### src/wds_pkg.sv
`timescale 1ns / 1ps
// ----------------------------------------------------------------------------
// wds_pkg
// Shared constants and types for the disparity select block.
// ----------------------------------------------------------------------------
package wds_pkg;

  localparam int DISP_LIMIT_DEF = 128;
  localparam int COST_BITS_DEF  = 16;

  localparam int DISP_W     = 8;
  localparam int RATIO_W    = 17;
  localparam int CFG_IDX_W  = 8;
  localparam int CFG_DATA_W = 17;
  localparam int RATIO_FRAC = 16;

  // disparities this close to each other never reject
  localparam int NEAR_DISP = 2;

  localparam logic [RATIO_W-1:0] RATIO_RESET   = RATIO_W'(62259);
  localparam logic [DISP_W-1:0]  INVALID_RESET = DISP_W'(255);

  // register indexes
  localparam logic [CFG_IDX_W-1:0] CFG_UNIQUE_RATIO = CFG_IDX_W'(0);
  localparam logic [CFG_IDX_W-1:0] CFG_INVALID_CODE = CFG_IDX_W'(1);

  typedef struct packed {
    logic [DISP_W-1:0] best_index;
    logic [DISP_W-1:0] runner_index;
    logic              runner_found;
  } pick_t;

endpackage

### src/wds_cost_tracker.sv
`timescale 1ns / 1ps
// ----------------------------------------------------------------------------
// wds_cost_tracker
// Running minimum and second distinct minimum over the costs of one pixel.
// ----------------------------------------------------------------------------
module wds_cost_tracker #(
  parameter int DISP_LIMIT = wds_pkg::DISP_LIMIT_DEF,
  parameter int COST_BITS  = wds_pkg::COST_BITS_DEF
) (
  input  logic                 clk_i,
  input  logic                 rst_ni,
  input  logic                 take_i,
  input  logic                 last_i,
  input  logic [COST_BITS-1:0] cost_i,
  output logic [COST_BITS-1:0] best_cost_o,
  output logic [COST_BITS-1:0] runner_cost_o,
  output wds_pkg::pick_t       pick_o
);
  import wds_pkg::*;

  localparam int CNT_W = $clog2(DISP_LIMIT + 1);

  logic [COST_BITS-1:0] best_cost_q, best_cost_d;
  logic [COST_BITS-1:0] runner_cost_q, runner_cost_d;
  pick_t                pick_q, pick_d;
  logic [CNT_W-1:0]     cnt_q, cnt_d;
  logic                 open_slot;

  assign open_slot = (cnt_q < CNT_W'(DISP_LIMIT));

  // state after taking this cost, before the end-of-pixel clear
  always_comb begin
    best_cost_d   = best_cost_q;
    runner_cost_d = runner_cost_q;
    pick_d        = pick_q;
    cnt_d         = cnt_q;
    if (open_slot) begin
      cnt_d = cnt_q + CNT_W'(1);
      if (cnt_q == '0) begin
        best_cost_d       = cost_i;
        pick_d.best_index = DISP_W'(cnt_q);
      end else if (cost_i < best_cost_q) begin
        runner_cost_d       = best_cost_q;
        pick_d.runner_index = pick_q.best_index;
        pick_d.runner_found = 1'b1;
        best_cost_d         = cost_i;
        pick_d.best_index   = DISP_W'(cnt_q);
      end else if ((cost_i > best_cost_q) &&
                   (!pick_q.runner_found || (cost_i < runner_cost_q))) begin
        runner_cost_d       = cost_i;
        pick_d.runner_index = DISP_W'(cnt_q);
        pick_d.runner_found = 1'b1;
      end
    end
  end

  assign best_cost_o   = best_cost_d;
  assign runner_cost_o = runner_cost_d;
  assign pick_o        = pick_d;

  always_ff @(posedge clk_i or negedge rst_ni) begin
    if (!rst_ni) begin
      best_cost_q   <= '1;
      runner_cost_q <= '1;
      pick_q        <= '0;
      cnt_q         <= '0;
    end else if (take_i) begin
      if (last_i) begin
        best_cost_q   <= '1;
        runner_cost_q <= '1;
        pick_q        <= '0;
        cnt_q         <= '0;
      end else begin
        best_cost_q   <= best_cost_d;
        runner_cost_q <= runner_cost_d;
        pick_q        <= pick_d;
        cnt_q         <= cnt_d;
      end
    end
  end

endmodule

### src/wds_unique_check.sv
`timescale 1ns / 1ps
// ----------------------------------------------------------------------------
// wds_unique_check
// Uniqueness ratio test and final disparity choice for one pixel.
// ----------------------------------------------------------------------------
module wds_unique_check #(
  parameter int COST_BITS = wds_pkg::COST_BITS_DEF
) (
  input  logic [wds_pkg::RATIO_W-1:0] ratio_i,
  input  logic [wds_pkg::DISP_W-1:0]  invalid_code_i,
  input  logic [COST_BITS-1:0]        best_cost_i,
  input  logic [COST_BITS-1:0]        runner_cost_i,
  input  wds_pkg::pick_t              pick_i,
  output logic [wds_pkg::DISP_W-1:0]  disparity_o,
  output logic                        rejected_o
);
  import wds_pkg::*;

  localparam int PROD_W = RATIO_W + COST_BITS;

  logic [PROD_W-1:0] lhs;
  logic [PROD_W-1:0] rhs;
  logic [DISP_W-1:0] diff;
  logic              reject;

  // best * 2^16 against ratio * runner, exact
  assign lhs = PROD_W'({best_cost_i, {RATIO_FRAC{1'b0}}});
  assign rhs = PROD_W'(ratio_i) * PROD_W'(runner_cost_i);

  assign diff = (pick_i.best_index > pick_i.runner_index)
              ? (pick_i.best_index - pick_i.runner_index)
              : (pick_i.runner_index - pick_i.best_index);

  assign reject = pick_i.runner_found && (lhs > rhs) && (diff > DISP_W'(NEAR_DISP));

  assign disparity_o = reject ? invalid_code_i : pick_i.best_index;
  assign rejected_o  = reject;

endmodule

### src/wta_disparity_uniqueness_select.sv
`timescale 1ns / 1ps
// Pipeline: an accepted cost word goes to the input register; the pixel's
//   result word is loaded from there into the result register (two register stages).
// Throughput: one cost word per cycle, set by the update of the running
//   minimum registers; the input stalls only when a last-of-pixel word
//   meets a result word still held by the output stall.
// Reset: rst_ni clears pixel state, empties both stages, restores registers.
// ----------------------------------------------------------------------------
// wta_disparity_uniqueness_select
// Winner-take-all disparity select with uniqueness ratio rejection.
// ----------------------------------------------------------------------------
module wta_disparity_uniqueness_select #(
  parameter int DISP_LIMIT = wds_pkg::DISP_LIMIT_DEF,
  parameter int COST_BITS  = wds_pkg::COST_BITS_DEF
) (
  input  logic                           clk_i,
  input  logic                           rst_ni,
  // cost words
  input  logic                           in_valid_i,
  output logic                           in_stall_o,
  input  logic [COST_BITS-1:0]           cost_value_i,
  input  logic                           last_of_pixel_i,
  // result words
  output logic                           out_valid_o,
  input  logic                           out_stall_i,
  output logic [wds_pkg::DISP_W-1:0]     disparity_o,
  output logic                           rejected_o,
  // register writes
  input  logic                           cfg_valid_i,
  output logic                           cfg_ready_o,
  input  logic [wds_pkg::CFG_IDX_W-1:0]  cfg_index_i,
  input  logic [wds_pkg::CFG_DATA_W-1:0] cfg_data_i
);
  import wds_pkg::*;

  // configuration registers
  logic [RATIO_W-1:0] ratio_q;
  logic [DISP_W-1:0]  invalid_code_q;

  // input register stage
  logic                 in_valid_q;
  logic [COST_BITS-1:0] cost_q;
  logic                 last_q;

  // result register stage
  logic              out_valid_q;
  logic [DISP_W-1:0] disparity_q;
  logic              rejected_q;

  logic                 in_accept;
  logic                 drain;      // stage-1 word is consumed this cycle
  logic                 out_free;   // result register can take a word
  logic [COST_BITS-1:0] best_cost;
  logic [COST_BITS-1:0] runner_cost;
  pick_t                pick;
  logic [DISP_W-1:0]    disparity;
  logic                 rejected;

  assign cfg_ready_o = 1'b1;

  always_ff @(posedge clk_i or negedge rst_ni) begin
    if (!rst_ni) begin
      ratio_q        <= RATIO_RESET;
      invalid_code_q <= INVALID_RESET;
    end else if (cfg_valid_i && cfg_ready_o) begin
      unique case (cfg_index_i)
        CFG_UNIQUE_RATIO: ratio_q        <= cfg_data_i[RATIO_W-1:0];
        CFG_INVALID_CODE: invalid_code_q <= cfg_data_i[DISP_W-1:0];
        default: ;
      endcase
    end
  end

  // Only last-of-pixel words need the result register; other words always
  // drain, so the pipe keeps moving while a result waits.
  assign out_free   = !out_valid_q || !out_stall_i;
  assign drain      = in_valid_q && (!last_q || out_free);
  assign in_stall_o = in_valid_q && !drain;
  assign in_accept  = in_valid_i && !in_stall_o;

  always_ff @(posedge clk_i or negedge rst_ni) begin
    if (!rst_ni) begin
      in_valid_q <= 1'b0;
    end else if (in_accept) begin
      in_valid_q <= 1'b1;
    end else if (drain) begin
      in_valid_q <= 1'b0;
    end
  end

  always_ff @(posedge clk_i) begin
    if (in_accept) begin
      cost_q <= cost_value_i;
      last_q <= last_of_pixel_i;
    end
  end

  wds_cost_tracker #(
    .DISP_LIMIT (DISP_LIMIT),
    .COST_BITS  (COST_BITS)
  ) u_tracker (
    .clk_i         (clk_i),
    .rst_ni        (rst_ni),
    .take_i        (drain),
    .last_i        (last_q),
    .cost_i        (cost_q),
    .best_cost_o   (best_cost),
    .runner_cost_o (runner_cost),
    .pick_o        (pick)
  );

  wds_unique_check #(
    .COST_BITS (COST_BITS)
  ) u_check (
    .ratio_i        (ratio_q),
    .invalid_code_i (invalid_code_q),
    .best_cost_i    (best_cost),
    .runner_cost_i  (runner_cost),
    .pick_i         (pick),
    .disparity_o    (disparity),
    .rejected_o     (rejected)
  );

  // result register: loads on a draining last word, empties when taken
  always_ff @(posedge clk_i or negedge rst_ni) begin
    if (!rst_ni) begin
      out_valid_q <= 1'b0;
    end else if (drain && last_q) begin
      out_valid_q <= 1'b1;
    end else if (!out_stall_i) begin
      out_valid_q <= 1'b0;
    end
  end

  always_ff @(posedge clk_i) begin
    if (drain && last_q) begin
      disparity_q <= disparity;
      rejected_q  <= rejected;
    end
  end

  assign out_valid_o = out_valid_q;
  assign disparity_o = disparity_q;
  assign rejected_o  = rejected_q;

endmodule
### config.mk
export PLATFORM = sky130hd
export DESIGN_NAME = wta_disparity_uniqueness_select
export DESIGN_NICKNAME = d
export VERILOG_FILES = /design/src/wds_pkg.sv /design/src/wds_cost_tracker.sv /design/src/wds_unique_check.sv /design/src/wta_disparity_uniqueness_select.sv
export SDC_FILE = /design/constraint.sdc
export NUM_CORES = 1
export LEC_CHECK = 0
export ABC_AREA = 0
export BUFFER_PORTS_ARGS = -buffer_cell sky130_fd_sc_hd__buf_2
export CELL_PAD_IN_SITES_DETAIL_PLACEMENT = 0
export CELL_PAD_IN_SITES_GLOBAL_PLACEMENT = 1
export CORE_MARGIN = 4
export CORE_UTILIZATION = 50
export CTS_CLUSTER_DIAMETER = 60
export DETAILED_ROUTE_END_ITERATION = 12
export PLACE_DENSITY = 0.84
export SLEW_MARGIN = 20
export SYNTH_ARGS = -nofsm -noshare
export SYNTH_HDL_FRONTEND = slang
export SYNTH_SLANG_ARGS = --single-unit
### constraint.sdc
create_clock -name clk_i -period 14.8 [get_ports clk_i]
set_clock_uncertainty 0.1 [all_clocks]
set_input_delay 1.48 -clock clk_i [delete_from_list [all_inputs] [get_ports clk_i]]
set_output_delay 1.48 -clock clk_i [all_outputs]
set_load 0.1 [all_outputs]
**Word-level counts from Yosys, hierarchy flattened**

Cells that the tools add are included.
Widths: inputs -> output; s select.

- Bits in registers: 110
- Memories kept: 0
- Logic and storage cells: 74
- Output and inout bits: 12
- Latch bits: 0
- Input bits: 47
- ROM bits: 0
- RAM bits: 0

- Shifts and indexed selects: 0
- Divide/modulo/power cells: 0
- Bitwise operators: 0
- Add/sub/neg operators: 3
- Equality and inequality tests: 2
- Reductions and logical operators: 23
- $mul: 1
- $lt $le $gt $ge: 7
- Multiplexer cells: 24

Operator list:

| cell | number |
|---|---|
| $mux 16 | 9 |
| $mux 8 | 6 |
| $mux 17 | 2 |
| $gt 32x33->1 | 1 |
| $mul 17x16->33 | 1 |
| $lt 16x16->1 | 2 |
| $mux 9 | 3 |
| $gt 16x16->1 | 1 |
| $logic_not 8->1 | 2 |
| $sub 8x8->8 | 2 |
| $add 8x1->8 const B | 1 |
| $eq 8x1->1 const B | 1 |
| $gt 8x2->1 const B | 1 |
| $gt 8x8->1 | 1 |
| $lt 8x8->1 const B | 1 |
| $logic_and 1x1->1 | 7 |
| $logic_not 1->1 | 6 |
| $reduce_and 2->1 | 3 |
| $mux 1 | 4 |
| $reduce_bool 2->1 | 2 |
| $logic_or 1x1->1 | 3 |
| $ne 2x1->1 const B | 1 |

**Logic depth before layout (Yosys ltp)**

- Depth after elaboration: 12
- Depth in mapped cells: 46
- Mapped depth without buffers: 43

**Modules after synthesis**

A second synthesis with hierarchy kept.

- Cell total of the unflattened synthesis: 1715
- Area total of the unflattened synthesis: 15961.6 um^2

By module, submodules not included:

| module | instances | seq. area each (um^2) | cells each | area each (um^2) |
|---|---|---|---|---|
| wds_unique_check | 1 | 0.0 | 1177 | 10116.0 |
| wds_cost_tracker | 1 | 1466.4 | 442 | 3965.1 |
| wta_disparity_uniqueness_select | 1 | 1478.9 | 96 | 1880.6 |

**Worst setup path before layout**

No wires, ideal clock.

- Path kind: register to register
- Start: reg u_tracker.best_cost_q[7]
- End: reg disparity_q[0], in the netlist disparity_o[0] (data pin)
- Path buffers: 2
- Path slack: 4395 ps
- Library setup time: 260 ps
- Data required time: 14440 ps
- Clock period less this slack: 10405 ps
- Arrival time: 10045 ps
- Cell stages (with the launch flop): 43
- Cells stage by stage: dfstp_2 inv_1 ha_1 a21oi_1 nand3_1 a221o_1 a211o_1 a31oi_4 inv_2 buf_4 a22oi_2 buf_2 nand2_1 fa_1 inv_1 fa_1 inv_1 fa_1 [7 not listed] and3_1 and4_1 o211ai_1 a21boi_1 or4_1 a31o_1 a21oi_1 xor2_1 ha_1 a21o_1 a21o_1 a21oi_1 o21ai_0 a21oi_1 or4_1 nor4_2 o211ai_4 mux2_4

- Cells in the longest elaborated chain, start to end: 11
- Elaborated cells between the ends (all ways): 26
- Those cells by class: add/sub: 2; mul: 1; order compare: 5; mux: 15; reduce/logical: 3

Ends and longest elaborated chain:

| element | line | source |
|---|---|---|
| from (decl) | wds_cost_tracker.sv:23 | `logic [COST_BITS-1:0] best_cost_q, best_cost_d;` |
| from (signal assigned) | wds_cost_tracker.sv:74 | `best_cost_q <= best_cost_d;` |
| $gt 16x16->1 | wds_cost_tracker.sv:48 | `end else if ((cost_i > best_cost_q) &&` |
| $logic_and 1x1->1 | wds_cost_tracker.sv:48 |  |
| $mux 16 or $mux 9 (tied branches) | wds_cost_tracker.sv:48 |  |
| $mux 16 or $mux 9 (tied branches) | wds_cost_tracker.sv:42 | `end else if (cost_i < best_cost_q) begin` |
| $mux 16 or $mux 9 (tied branches) | wds_cost_tracker.sv:39 | `if (cnt_q == '0) begin` |
| $mux 16 or $mux 17 (tied branches) | wds_cost_tracker.sv:37 | `if (open_slot) begin` |
| $mul 17x16->33 (tied with other cells) | wds_unique_check.sv:28 | `assign rhs = PROD_W'(ratio_i) * PROD_W'(runner_cost_i);` |
| $gt 32x33->1 or $mux 8 (tied branches) | wds_unique_check.sv:34, wds_unique_check.sv:31 |  |
| $logic_and 1x1->1 or $gt 8x2->1 (tied branches) | wds_unique_check.sv:34 | `assign reject = pick_i.runner_found && (lhs > rhs) && (diff > DISP_W'(NEAR_DISP));` |
| $logic_and 1x1->1 | wds_unique_check.sv:34 |  |
| $mux 8 * | wds_unique_check.sv:36 | `assign disparity_o = reject ? invalid_code_i : pick_i.best_index;` |
| named net disparity[0] | wta_disparity_uniqueness_select.sv:56 | `logic [DISP_W-1:0] disparity;` |
| to (signal assigned) | wta_disparity_uniqueness_select.sv:137 | `disparity_q <= disparity;` |
| to (decl) | wta_disparity_uniqueness_select.sv:47 | `logic [DISP_W-1:0] disparity_q;` |

The timed path passes the listed nets; every way through them passes the cells marked *.
A chain may end at the register's enable or synchronous reset.

**Final worst setup path**

- Start: reg u_tracker.best_cost_q[14]
- End: reg disparity_q[2], in the netlist disparity_o[2] (data pin)

The elaborated chain is that of the path after synthesis.

==> flow_metrics.tcl <==
set metrics [dict create \
    grt_pass1_vias 12800 \
    cp_max_fo 22 \
    rsz0062_at_grt "no" \
    placement.io_buffers 57 \
    holdBufCountCts 0 \
    final_antenna_net_count 0 \
    numCtsBuffers 9 \
    synth_ff_type "dfstp_2" \
    fin_util_pct 53.6 \
    fin_area_um2 16900 \
    start_util_pct 50.6 \
    synthCells 1692 \
    cap_violations 0 \
    nFillCells 2887 \
    fin_setup_tns_ns 0 \
    cts_root_buf "clkbuf_16" \
    grtUsageTotal_pct 23.8 \
    relSlewSlack_pct 28.7 \
    rows 65 \
    p_leak_uw 0.00832 \
    htreeDepth 3 \
    worstSkewPairLatency_ns 0.37 \
    gp_congestion 0.892 \
    antenna_cells 0 \
    synthSimpleGateAreaFrac_pct 14.9 \
    placed_area_um2 16600 \
    layout_commonest_cell "inv_1" \
    final_hold_viol_count 0 \
    cp_slowest_cell "a22oi_2" \
    drive_gt1_share_pct 13.6 \
    synth_mux_area_share_pct 4.21 \
    vias 11900 \
    max_stage_delay_ns 0.85 \
    initialDrtViolationCount 811 \
    worstHoldPathType "flop to flop" \
    grt_max_degree 70 \
    antenna_found_initial 0 \
    status "complete, no violations" \
    crit_type "flop to flop" \
    route.detailed.drc 0 \
    dieArea_um2 34700 \
    tightest_slew_ns 1.07 \
    synth-xor-area-share_pct 1.65 \
    cts.path.max_buffers 2 \
    fin_nets 2138 \
    path_clk_slew_ns 0.07 \
    worst_setup_path_end_kind "flop" \
    fp.dieH_um 186 \
    synth_top_family_by_area "adder cells" \
    core_area_um2 31500 \
    cp.required_ns 14.82 \
    post_cts_buffers 0 \
    ioPinCount 59 \
    cts.sinks 110 \
    path_common_cell "fa_1" \
    die_w_um 186 \
    synthArstFlopShare_pct 76.4 \
    ys_seq_elements 110 \
    layout_common_cells "309 x inv_1, 210 x fa_1, 192 x nand2_1, 169 x ha_1, 125 x and2_1" \
    fmax_mhz 80.3 \
    synth_fa_ha_area_share_pct 39.7 \
    syn_area_um2 15900 \
    avgViaCountPerCell 5.63 \
    crit_arrival_ns 12.47 \
    dr.pass1.iters 5 \
    start_kind "flop" \
    area_growth_pct 6.08 \
    cts_resized 0 \
    cts_tree "built" \
    avgSynthCellArea_um2 9.40 \
    grt_pass1_wl_mm 67.3 \
    vdd_drop_max_v 0.0000820 \
    power.density_nw_per_um2 124 \
    ys_types 82 \
    synth_edf_count 26 \
    dp_hpwl_mm 31.1 \
    holdWs_ns 0.400 \
    wl_mm 40.1 \
    yosysWarnings 0 \
    synth_compound_area_share_pct 11.9 \
    grt-ovfl-total 0 \
    setup_viol 0 \
    period_needed_ns 12.46 \
    post_drt_wl_per_cell_um 18.9 \
    syn-num-nets 2118 \
    min_period_over_period_pct 84.2 \
    final_max_slew_viol_count 0 \
    ys_seq_area_share_pct 18.5 \
]
## logic make-up after synthesis
kind of cell | Yosys count
compound gates | 263
other cells | 1
fa+ha+maj | 379
buf+inv | 375
simple gates | 477
mux | 57
xor+xnor | 30
flops | 110
## report_power, final
part           switching (uW)  internal (uW)  total [uW]
Combinational             858            558        1420
Clock                     129            144         273
Sequential               39.0            361         400
## state kept, by name, summed over array words and instances (netlist names)
register,count
in_valid_q,1
u_tracker.runner_cost_q,16
last_q,1
u_tracker.cnt_q,8
rejected_o,1
cost_q,16
u_tracker.pick_q,17
disparity_o,8
u_tracker.best_cost_q,16
out_valid_o,1
invalid_code_q,8
ratio_q,17
## Yosys cell counts (16+ instances only)
cell	number	share of area, %
inv_1	309	7.3
fa_1	210	26
nand2_1	193	4.6
ha_1	169	13
and2_1	125	4.9
nor2_1	70	1.7
a21oi_1	65	2.0
dfstp_2	50	8.3
mux2_2	43	3.0
o21ai_0	42	1.3
clkbuf_1	35	0.83
dfrtp_1	34	5.3
edfxtp_1	26	4.9
buf_2	23	0.72
o22ai_1	23	0.90
a21o_1	20	0.94
nand4_1	18	0.71
xor2_1	18	0.99
a2bb2oi_1	16	0.88
## worst max-delay path, delay by kind of cell (launching register included)
kind                       cells  cell delay (ns)
adders and majority gates      9             4.11
and+or+nand+nor               11             3.46
AOI/OAI and AO/OA             13             3.29
DFF                            1             0.55
muxes                          1             0.36
buffers and inverters          4             0.23
xor gates and xnor gates       1             0.13
## per-layer routing
metal | up-vias | global-route usage [%] | wire length (um)
met5 | - | 0 | 0
met4 | 0 | 7.28 | 1160
met3 | 65 | 3.33 | 2270
met2 | 341 | 39.1 | 19000
met1 | 5983 | 33.0 | 17700
li1 | 5533 | - | -
## stage by stage
stage / setup WS [ns] / total power (uW) / cells
2_1_floorplan: 4.40 / 1470 / 1692
3_3_place_gp: 2.51 / 1780 / 2103
3_5_place_dp: 2.48 / 1810 / 2103
4_1_cts: 2.40 / 2100 / 2119
5_1_grt: 1.62 / 2290 / 2119
6_report: 2.34 / 2090 / 2119
## layout make-up
type	count	area [um^2]	share of cell area (%)
clock buffers	10	250	1.48
clock inverters	6	75.1	0.445
inverters	310	1160	6.89
multi-input cells	1207	11500	68.3
flip-flops and latches	110	2950	17.4
well taps	402	503	2.98
repair buffers	74	415	2.46
## final timing paths
kind,to,slack (ns),depth (start not counted),start
worst max-delay path,disparity_o[2],2.34,39,u_tracker.best_cost_q[14]
worst min-delay path,u_tracker.best_cost_q[6],0.40,2,u_tracker.best_cost_q[6]
worst max register to register,disparity_o[2],2.34,39,u_tracker.best_cost_q[14]
worst min register to register,u_tracker.best_cost_q[6],0.40,2,u_tracker.best_cost_q[6]
max in group asynchronous,ratio_q[2],12.56,2,rst_ni
min in group asynchronous,u_tracker.runner_cost_q[13],1.10,1,rst_ni
Power figures use the tool's default switching activity.
